===== config.mk =====
export PLATFORM = sky130hd
export DESIGN_NAME = k_group_stream_reverser_core
export DESIGN_NICKNAME = d
export VERILOG_FILES = /design/src/rtl/core/kgsr_pkg.sv /design/src/rtl/core/k_group_stream_reverser_core.sv /design/src/rtl/core/kgsr_front.sv /design/src/rtl/core/kgsr_cmd_fifo.sv /design/src/rtl/core/kgsr_back.sv
export SDC_FILE = /design/constraint.sdc
export NUM_CORES = 1
export LEC_CHECK = 0
export CORE_MARGIN = 1
export CORE_UTILIZATION = 25
export DETAILED_ROUTE_END_ITERATION = 6
export DONT_BUFFER_PORTS = 1
export PLACE_DENSITY_LB_ADDON = 0.2
export SLEW_MARGIN = 15
export SYNTH_ARGS = -nofsm -noshare
export SYNTH_HDL_FRONTEND = slang
export SYNTH_SLANG_ARGS = --single-unit

===== constraint.sdc =====
create_clock -name aclk -period 5.6 [get_ports aclk]
set_input_delay 1.68 -clock aclk [delete_from_list [all_inputs] [get_ports aclk]]
set_output_delay 1.68 -clock aclk [all_outputs]
set_load 0.1 [all_outputs]

===== src/rtl/core/kgsr_pkg.sv =====
// Shared types and constants for the k-group stream reverser.
// No dependencies; used by every module in rtl/core.
`default_nettype none
package kgsr_pkg;

    localparam int MAX_GROUP_DEF = 16;   // default group buffer depth
    localparam int VALUE_W       = 32;   // payload width
    localparam int GSIZE_W       = 5;    // group_size register width
    localparam logic [GSIZE_W-1:0] GSIZE_RST = GSIZE_W'(2);
    localparam int CMDQ_DEPTH    = 2;    // burst command queue depth

    // What the back end does with a closed group
    typedef struct packed {
        logic rev;   // emit newest first
        logic fin;   // group closed by list end
    } cmd_flags_t;

    localparam int CMD_FLAGS_W = $bits(cmd_flags_t);

    typedef enum logic {
        BK_IDLE,
        BK_BURST
    } back_state_t;

endpackage
`default_nettype wire


===== src/rtl/core/k_group_stream_reverser_core.sv =====
// Values arrive one beat per cycle while s_tready is high and are held until
// group_size of them have come in (or s_tlast ends the list); the group then
// leaves as a burst of one beat per cycle while m_tready is high, newest first
// for a full group, arrival order for a short group closed by list end. While
// a burst is queued or draining, intake is held off, since the single group
// buffer is being read: a group is taken in, then drained, with a hand-over
// between (command pop, intake release), so no new value is taken until the
// burst has read its last entry. The first beat of a burst passes through the
// command queue, the sequencer's burst state and the output register before
// it is on m_tvalid. m_tlast marks the last beat of each burst, m_tuser marks
// the final beat of the list. group_size 0 behaves as 1, values above
// MAX_GROUP saturate; write cfg only while the block is idle.
// Depends on kgsr_pkg, kgsr_front, kgsr_cmd_fifo and kgsr_back.
`default_nettype none
module k_group_stream_reverser_core #(
    parameter int MAX_GROUP = kgsr_pkg::MAX_GROUP_DEF
) (
    input  wire logic                         aclk,
    input  wire logic                         aresetn,
    input  wire logic                         cfg_wen,
    input  wire logic [kgsr_pkg::GSIZE_W-1:0] cfg_wdata,   // group_size
    input  wire logic                         s_tvalid,
    output logic                              s_tready,
    input  wire logic [kgsr_pkg::VALUE_W-1:0] s_tdata,     // [31:0] value
    input  wire logic                         s_tlast,     // list_end
    output logic                              m_tvalid,
    input  wire logic                         m_tready,
    output logic [kgsr_pkg::VALUE_W-1:0]      m_tdata,     // [31:0] value_out
    output logic                              m_tlast,     // run_last
    output logic                              m_tuser      // [0] list_last
);

    localparam int CNT_W  = $clog2(MAX_GROUP + 1);
    localparam int ADDR_W = (MAX_GROUP > 1) ? $clog2(MAX_GROUP) : 1;
    localparam int CMD_W  = CNT_W + kgsr_pkg::CMD_FLAGS_W;

    logic                         wr_en;
    logic [ADDR_W-1:0]            wr_addr;
    logic [kgsr_pkg::VALUE_W-1:0] wr_data;
    logic                         fcmd_valid, fcmd_ready;
    logic [CNT_W-1:0]             fcmd_count, bcmd_count;
    kgsr_pkg::cmd_flags_t         fcmd_flags, bcmd_flags;
    logic                         bcmd_valid, bcmd_pop;
    logic [CMD_W-1:0]             q_in, q_out;
    logic                         back_busy;

    assign q_in       = {fcmd_count, fcmd_flags};
    assign bcmd_count = q_out[CMD_W-1:kgsr_pkg::CMD_FLAGS_W];
    assign bcmd_flags = kgsr_pkg::cmd_flags_t'(q_out[kgsr_pkg::CMD_FLAGS_W-1:0]);

    kgsr_front #(
        .MAX_GROUP (MAX_GROUP),
        .CNT_W     (CNT_W),
        .ADDR_W    (ADDR_W)
    ) u_front (
        .aclk       (aclk),
        .aresetn    (aresetn),
        .cfg_wen    (cfg_wen),
        .cfg_wdata  (cfg_wdata),
        .s_tvalid   (s_tvalid),
        .s_tready   (s_tready),
        .s_tdata    (s_tdata),
        .s_tlast    (s_tlast),
        .wr_en      (wr_en),
        .wr_addr    (wr_addr),
        .wr_data    (wr_data),
        .cmd_valid  (fcmd_valid),
        .cmd_ready  (fcmd_ready),
        .cmd_count  (fcmd_count),
        .cmd_flags  (fcmd_flags),
        .cmdq_empty (!bcmd_valid),
        .back_busy  (back_busy)
    );

    kgsr_cmd_fifo #(
        .DATA_W (CMD_W)
    ) u_cmdq (
        .aclk       (aclk),
        .aresetn    (aresetn),
        .push       (fcmd_valid),
        .push_ready (fcmd_ready),
        .push_data  (q_in),
        .pop        (bcmd_pop),
        .pop_valid  (bcmd_valid),
        .pop_data   (q_out)
    );

    kgsr_back #(
        .MAX_GROUP (MAX_GROUP),
        .CNT_W     (CNT_W),
        .ADDR_W    (ADDR_W)
    ) u_back (
        .aclk      (aclk),
        .aresetn   (aresetn),
        .wr_en     (wr_en),
        .wr_addr   (wr_addr),
        .wr_data   (wr_data),
        .cmd_valid (bcmd_valid),
        .cmd_pop   (bcmd_pop),
        .cmd_count (bcmd_count),
        .cmd_flags (bcmd_flags),
        .busy      (back_busy),
        .m_tvalid  (m_tvalid),
        .m_tready  (m_tready),
        .m_tdata   (m_tdata),
        .m_tlast   (m_tlast),
        .m_tuser   (m_tuser)
    );

endmodule
`default_nettype wire


===== src/rtl/core/kgsr_front.sv =====
// Intake side: group_size register, fill count, buffer writes and group closing.
// Depends on kgsr_pkg.
`default_nettype none
module kgsr_front #(
    parameter int MAX_GROUP = kgsr_pkg::MAX_GROUP_DEF,
    parameter int CNT_W     = $clog2(MAX_GROUP + 1),
    parameter int ADDR_W    = (MAX_GROUP > 1) ? $clog2(MAX_GROUP) : 1
) (
    input  wire logic                              aclk,
    input  wire logic                              aresetn,
    input  wire logic                              cfg_wen,
    input  wire logic [kgsr_pkg::GSIZE_W-1:0]      cfg_wdata,
    input  wire logic                              s_tvalid,
    output logic                                   s_tready,
    input  wire logic [kgsr_pkg::VALUE_W-1:0]      s_tdata,
    input  wire logic                              s_tlast,
    output logic                                   wr_en,
    output logic [ADDR_W-1:0]                      wr_addr,
    output logic [kgsr_pkg::VALUE_W-1:0]           wr_data,
    output logic                                   cmd_valid,
    input  wire logic                              cmd_ready,
    output logic [CNT_W-1:0]                       cmd_count,
    output kgsr_pkg::cmd_flags_t                   cmd_flags,
    input  wire logic                              cmdq_empty,
    input  wire logic                              back_busy
);

    localparam int SZ_W = (CNT_W > kgsr_pkg::GSIZE_W) ? CNT_W : kgsr_pkg::GSIZE_W;

    logic [kgsr_pkg::GSIZE_W-1:0] gsize_reg;
    logic [CNT_W-1:0]             fill_reg, fill_next;
    logic                         hold_reg, hold_next;
    logic [SZ_W-1:0]              gs_ext, eff_size, n_held;
    logic                         accept, full_grp, close_grp;

    // effective size: zero means pass-through, saturate at buffer depth
    always_comb begin
        gs_ext = SZ_W'(gsize_reg);
        priority if (gsize_reg == '0) begin
            eff_size = SZ_W'(1);
        end else if (gs_ext > SZ_W'(MAX_GROUP)) begin
            eff_size = SZ_W'(MAX_GROUP);
        end else begin
            eff_size = gs_ext;
        end
    end

    assign s_tready  = !hold_reg && cmd_ready;
    assign accept    = s_tvalid && s_tready;
    assign n_held    = SZ_W'(fill_reg) + SZ_W'(1);
    assign full_grp  = (n_held >= eff_size);
    assign close_grp = full_grp || s_tlast;

    assign wr_en   = accept;
    assign wr_addr = fill_reg[ADDR_W-1:0];
    assign wr_data = s_tdata;

    assign cmd_valid     = accept && close_grp;
    assign cmd_count     = CNT_W'(n_held);
    assign cmd_flags.rev = full_grp;
    assign cmd_flags.fin = s_tlast;

    always_comb begin
        fill_next = fill_reg;
        hold_next = hold_reg;
        if (accept) begin
            if (close_grp) begin
                fill_next = '0;
                hold_next = 1'b1;
            end else begin
                fill_next = CNT_W'(n_held);
            end
        end else if (hold_reg && cmdq_empty && !back_busy) begin
            // burst has read its last entry, buffer free again
            hold_next = 1'b0;
        end
    end

    always_ff @(posedge aclk) begin
        if (!aresetn) begin
            gsize_reg <= kgsr_pkg::GSIZE_RST;
            fill_reg  <= '0;
            hold_reg  <= 1'b0;
        end else begin
            if (cfg_wen) begin
                gsize_reg <= cfg_wdata;
            end
            fill_reg <= fill_next;
            hold_reg <= hold_next;
        end
    end

endmodule
`default_nettype wire


===== src/rtl/core/kgsr_cmd_fifo.sv =====
// Short command queue between intake and burst sides.
// Depends on kgsr_pkg.
`default_nettype none
module kgsr_cmd_fifo #(
    parameter int DATA_W = 8
) (
    input  wire logic              aclk,
    input  wire logic              aresetn,
    input  wire logic              push,
    output logic                   push_ready,
    input  wire logic [DATA_W-1:0] push_data,
    input  wire logic              pop,
    output logic                   pop_valid,
    output logic [DATA_W-1:0]      pop_data
);

    localparam int DEPTH = kgsr_pkg::CMDQ_DEPTH;
    localparam int PTR_W = (DEPTH > 1) ? $clog2(DEPTH) : 1;
    localparam int CNT_W = $clog2(DEPTH + 1);

    logic [DATA_W-1:0] slot_reg [DEPTH];
    logic [PTR_W-1:0]  wptr_reg, wptr_next, rptr_reg, rptr_next;
    logic [CNT_W-1:0]  cnt_reg, cnt_next;
    logic              do_push, do_pop;

    assign push_ready = (cnt_reg != CNT_W'(DEPTH));
    assign pop_valid  = (cnt_reg != '0);
    assign pop_data   = slot_reg[rptr_reg];
    assign do_push    = push && push_ready;
    assign do_pop     = pop && pop_valid;

    always_comb begin
        wptr_next = wptr_reg;
        rptr_next = rptr_reg;
        cnt_next  = cnt_reg;
        if (do_push) begin
            wptr_next = (wptr_reg == PTR_W'(DEPTH - 1)) ? '0 : wptr_reg + 1'b1;
        end
        if (do_pop) begin
            rptr_next = (rptr_reg == PTR_W'(DEPTH - 1)) ? '0 : rptr_reg + 1'b1;
        end
        if (do_push && !do_pop) begin
            cnt_next = cnt_reg + 1'b1;
        end else if (do_pop && !do_push) begin
            cnt_next = cnt_reg - 1'b1;
        end
    end

    always_ff @(posedge aclk) begin
        if (!aresetn) begin
            wptr_reg <= '0;
            rptr_reg <= '0;
            cnt_reg  <= '0;
        end else begin
            wptr_reg <= wptr_next;
            rptr_reg <= rptr_next;
            cnt_reg  <= cnt_next;
        end
    end

    always_ff @(posedge aclk) begin
        if (do_push) begin
            slot_reg[wptr_reg] <= push_data;
        end
    end

endmodule
`default_nettype wire


===== src/rtl/core/kgsr_back.sv =====
// Burst side: group buffer memory and the sequencer that drains it to the output.
// Depends on kgsr_pkg.
`default_nettype none
module kgsr_back #(
    parameter int MAX_GROUP = kgsr_pkg::MAX_GROUP_DEF,
    parameter int CNT_W     = $clog2(MAX_GROUP + 1),
    parameter int ADDR_W    = (MAX_GROUP > 1) ? $clog2(MAX_GROUP) : 1
) (
    input  wire logic                         aclk,
    input  wire logic                         aresetn,
    input  wire logic                         wr_en,
    input  wire logic [ADDR_W-1:0]            wr_addr,
    input  wire logic [kgsr_pkg::VALUE_W-1:0] wr_data,
    input  wire logic                         cmd_valid,
    output logic                              cmd_pop,
    input  wire logic [CNT_W-1:0]             cmd_count,
    input  wire kgsr_pkg::cmd_flags_t         cmd_flags,
    output logic                              busy,
    output logic                              m_tvalid,
    input  wire logic                         m_tready,
    output logic [kgsr_pkg::VALUE_W-1:0]      m_tdata,
    output logic                              m_tlast,
    output logic                              m_tuser
);

    logic [kgsr_pkg::VALUE_W-1:0] mem [MAX_GROUP];

    kgsr_pkg::back_state_t state_reg, state_next;
    logic [CNT_W-1:0]      left_reg, left_next;
    logic [ADDR_W-1:0]     addr_reg, addr_next;
    kgsr_pkg::cmd_flags_t  flags_reg, flags_next;
    logic                  mvalid_reg, mvalid_next;
    logic                  rlast_reg, llast_reg;
    logic [kgsr_pkg::VALUE_W-1:0] rdata_reg;
    logic                  issue, final_beat;

    // during a burst, read straight into the output register whenever it is free or draining
    assign issue      = (state_reg == kgsr_pkg::BK_BURST) && (!mvalid_reg || m_tready);
    assign final_beat = (left_reg == CNT_W'(1));

    always_comb begin
        state_next = state_reg;
        unique case (state_reg)
            kgsr_pkg::BK_IDLE: begin
                if (cmd_valid) begin
                    state_next = kgsr_pkg::BK_BURST;
                end
            end
            kgsr_pkg::BK_BURST: begin
                if (issue && final_beat) begin
                    state_next = kgsr_pkg::BK_IDLE;
                end
            end
            default: state_next = kgsr_pkg::BK_IDLE;
        endcase
    end

    always_comb begin
        cmd_pop     = 1'b0;
        left_next   = left_reg;
        addr_next   = addr_reg;
        flags_next  = flags_reg;
        mvalid_next = mvalid_reg && !m_tready;
        unique case (state_reg)
            kgsr_pkg::BK_IDLE: begin
                if (cmd_valid) begin
                    cmd_pop    = 1'b1;
                    left_next  = cmd_count;
                    flags_next = cmd_flags;
                    addr_next  = cmd_flags.rev ? ADDR_W'(cmd_count - 1'b1) : '0;
                end
            end
            kgsr_pkg::BK_BURST: begin
                if (issue) begin
                    mvalid_next = 1'b1;
                    left_next   = left_reg - 1'b1;
                    addr_next   = flags_reg.rev ? addr_reg - 1'b1 : addr_reg + 1'b1;
                end
            end
            default: ;
        endcase
    end

    assign busy     = (state_reg == kgsr_pkg::BK_BURST);
    assign m_tvalid = mvalid_reg;
    assign m_tdata  = rdata_reg;
    assign m_tlast  = rlast_reg;
    assign m_tuser  = llast_reg;

    always_ff @(posedge aclk) begin
        if (!aresetn) begin
            state_reg  <= kgsr_pkg::BK_IDLE;
            mvalid_reg <= 1'b0;
        end else begin
            state_reg  <= state_next;
            mvalid_reg <= mvalid_next;
        end
    end

    always_ff @(posedge aclk) begin
        left_reg  <= left_next;
        addr_reg  <= addr_next;
        flags_reg <= flags_next;
        if (issue) begin
            rdata_reg <= mem[addr_reg];
            rlast_reg <= final_beat;
            llast_reg <= final_beat && flags_reg.fin;
        end
    end

    always_ff @(posedge aclk) begin
        if (wr_en) begin
            mem[wr_addr] <= wr_data;
        end
    end

endmodule
`default_nettype wire


==> impl_metrics.yaml <==
status:
  status: "finished with violations"
  violations: "DRC"
finish:
  number_of_flip_flops_in_the_largest_register: 512
  layout-drive-gt1-share: 0.249
  mostFrequentLayoutCell: "sky130_fd_sc_hd__edfxtp_1"
  post_layout_instance_count_excluding_filler_cells: 2289
  layout.cell_area.non_filler_um2: 26200
  area.growth.synth_to_final_pct: 17.1
  commonest_cells_after_routing_fill_and_taps_aside: "sky130_fd_sc_hd__edfxtp_1, sky130_fd_sc_hd__mux4_2, sky130_fd_sc_hd__clkbuf_16"
  antennaDiodeCount: 0
  design.final.nets: 1132
  number_of_fill_cells_in_the_layout: 8528
die:
  die_y_um: 301
  ios: 79
  fp.dieW_um: 301
  std_cell_rows: 109
  start_util: 0.252
  die-area_um2: 90600
  placeableCoreArea_um2: 88500
detailed_routing:
  detailedRoute.firstIterationViolations: 741
  post_drt_wl_per_cell_um: 22.4
  drc: 4
  vias_per_cell: 4.32
  detail_route.first_pass.iterations: 7
  wirelength_mm: 51.3
  antenna_violating_nets_post_route: 0
  via_count: 9891
sta:
  max_freq_mhz: 278
  part_of_the_cycle_the_worst_path_needs: 0.641
  fin_skew_ns: 0.0203
  finalSetupViolations: 0
  setup_repair_after_global_routing_missed_its_margin: "no"
  final-max-slew-violation-count: 0
  period_needed_ns: 3.59
  timing_hold_violations_final: 0
  tightest_slew_ns: 1.05
  finalSetupTns_ns: 0
  max-slew-margin-rel: 0.296
setup_path:
  start_kind: "register"
  worstReg2RegEnd: "u_cmdq.cnt_reg[1]"
  cp.buffers_inverters: 0
  timing.rr.start: "u_front.fill_reg[0]"
  crit_path_capture_type: "primary output"
  required_ns: 3.92
  rrSetupSlack_ns: 2.53
  worst_r2r_path_depth: 11
  timing.critical_path.max_delay_family: "simple AND/OR/NAND/NOR gates"
  critical_path_class: "register to primary output"
  timing.critical_path.slowest_cell_delay_ns: 0.80
  arrival_ns: 1.91
  worstPathCellList: "nor2b_2 > nor2_2"
  critPathMaxFanout: 5
  critical_path.slowest_cell: "sky130_fd_sc_hd__nor2_2"
clock_network:
  cts_tree: "yes"
  cts.repair_timing.setup_buffer_count: 0
  clock_tree.root_cell: "sky130_fd_sc_hd__clkbuf_16"
  path_clk_slew_ns: 0.05
  cts-resized-gates: 0
  tritoncts.num_buffers: 68
  clock_sinks: 589
  holdBufCountCts: 0
  htree_num_levels: 3
  clkLatencyLatePin_ns: 0.59
  max-clock-path-buffers: 3
min_path:
  worst_hold_path.num_cells: 2
  hold_path_class: "register to register"
  min_to: "u_cmdq.wptr_reg"
  worstHoldStart: "u_cmdq.wptr_reg"
synthesis:
  synthesis.area_um2: 22300
  yosys_most_used_dff: "sky130_fd_sc_hd__edfxtp_1"
  synth_top_area_frac: 0.767
  synth_top_cells_by_area: "sky130_fd_sc_hd__edfxtp_1, sky130_fd_sc_hd__mux4_2, sky130_fd_sc_hd__a22oi_1, sky130_fd_sc_hd__dfxtp_1, sky130_fd_sc_hd__ha_1"
  ys_seq_elements: 589
  yosys.area.top_type: "sky130_fd_sc_hd__edfxtp_1"
  synthArstFlopShare: 0
  yosys_warnings: 0
  synth_seq_area_share: 0.783
  number_of_enable_flip_flop_cells_after_synthesis: 571
  synthDistinctLibCells: 41
  synth_nets: 1084
  avg_synthesized_cell_area_um2: 21.8
  syn-instance-count: 1025
grt:
  global_route_wire_length_before_repair_mm: 76.2
  largest_net_degree_at_the_start_of_global_routing: 131
  aggregate_global_routing_overflow: 0
  antenna_found_initial: 0
  grt_pass1_vias: 10800
  grt_use_total: 0.116
pwr:
  peakVddDrop_uv: 338
  p_leak_nw: 8.17
  totalPowerFinal_mw: 13.5
  power.density_cell_area_nw_per_um2: 514
placement:
  detailed_place.area_um2: 24000
  numPlacedInstances: 2168
  port_buffers: 0
  dp_hpwl_mm: 29.7
  gp_routability_congestion: 0.679
flow_run:
  drv.max_cap_violation_count: 0
==> worst max path at each step <==
stage | start | end | slack [ns] | cells past startpoint
2_1_floorplan | s_tvalid | u_back.mem[0][0] | 0.68 | 3
3_3_place_gp | s_tvalid | u_back.mem[14][6] | 1.76 | 5
3_5_place_dp | s_tvalid | u_back.mem[14][3] | 1.72 | 5
4_1_cts | u_cmdq.cnt_reg[0] | s_tready | 1.95 | 2
5_1_grt | u_cmdq.cnt_reg[0] | s_tready | 1.93 | 2
6_report | u_cmdq.cnt_reg[0] | s_tready | 2.01 | 2
==> power breakdown <==
group | internal, mW | switching, mW | total [mW]
sequential | 5.28 | 0.932 | 6.21
clock | 2.67 | 1.74 | 4.41
combinational | 1.23 | 1.60 | 2.84
==> cells in the mapped netlist (all sizes together), types with 2 or more instances <==
master,n
a21o,2
a22oi,64
or3,3
clkbuf,30
nand3,5
nand2b,5
nor3,6
a21oi,5
mux4,128
nor2b,7
xor2,8
edfxtp,571
mux2,2
ha,15
mux2i,15
buf,20
o21ai,7
xnor2,9
nor2,24
a21boi,3
nand2,49
dfxtp,18
and2,6
inv,12
==> final cells by class <==
cell class / instances / area [µm²] / share of cell area
multi-input cells: 374 / 4690 / 0.179
flip-flops and latches: 589 / 17500 / 0.669
clock buffers: 86 / 1850 / 0.0708
repair buffers: 28 / 260 / 0.00994
well taps: 1165 / 1460 / 0.0557
inverters: 12 / 45.0 / 0.00172
clock inverters: 35 / 364 / 0.0139
==> worst register-to-register path, delay by kind of cell (launching register included) <==
| family | cells | cell delay, ns |
|---|---|---|
| AO/OA/AOI/OAI | 4 | 0.72 |
| buffers and inverters | 1 | 0.08 |
| AND/OR/NAND/NOR | 2 | 0.48 |
| adder cells (fa/ha/maj) | 3 | 0.92 |
| XOR/XNOR | 1 | 0.29 |
| flip-flops | 1 | 0.49 |
==> logic make-up (layout without fill, tap and decap cells) <==
group,count (synthesis),count (layout),share of synthesized area
AND/OR/NAND/NOR,110,110,0.0232
flip-flops,589,589,0.783
AO/OA/AOI/OAI,86,86,0.0276
multiplexers,145,145,0.137
adder cells (fa/ha/maj),16,16,0.00929
XOR/XNOR,17,17,0.00666
buffers and inverters,62,161,0.0130
==> through the flow <==
| step | setup slack, ns | util | hold WS, ns |
|---|---|---|---|
| 5_1_grt | 1.93 | 0.296 | 0.537 |
| 3_5_place_dp | 1.72 | 0.271 | 0.478 |
| 4_1_cts | 1.95 | 0.296 | 0.488 |
| 6_report | 2.01 | 0.296 | 0.485 |
| 2_1_floorplan | 0.685 | - | 0.451 |
| 3_3_place_gp | 1.76 | 0.270 | 0.471 |
==> routing by layer <==
layer / track usage / wire, µm
met5: 0 / 0
met3: 0.0288 / 2630
met4: 0.0364 / 925
met1: 0.145 / 21900
met2: 0.196 / 25800
Note: power is estimated with default switching activity, not from simulation.
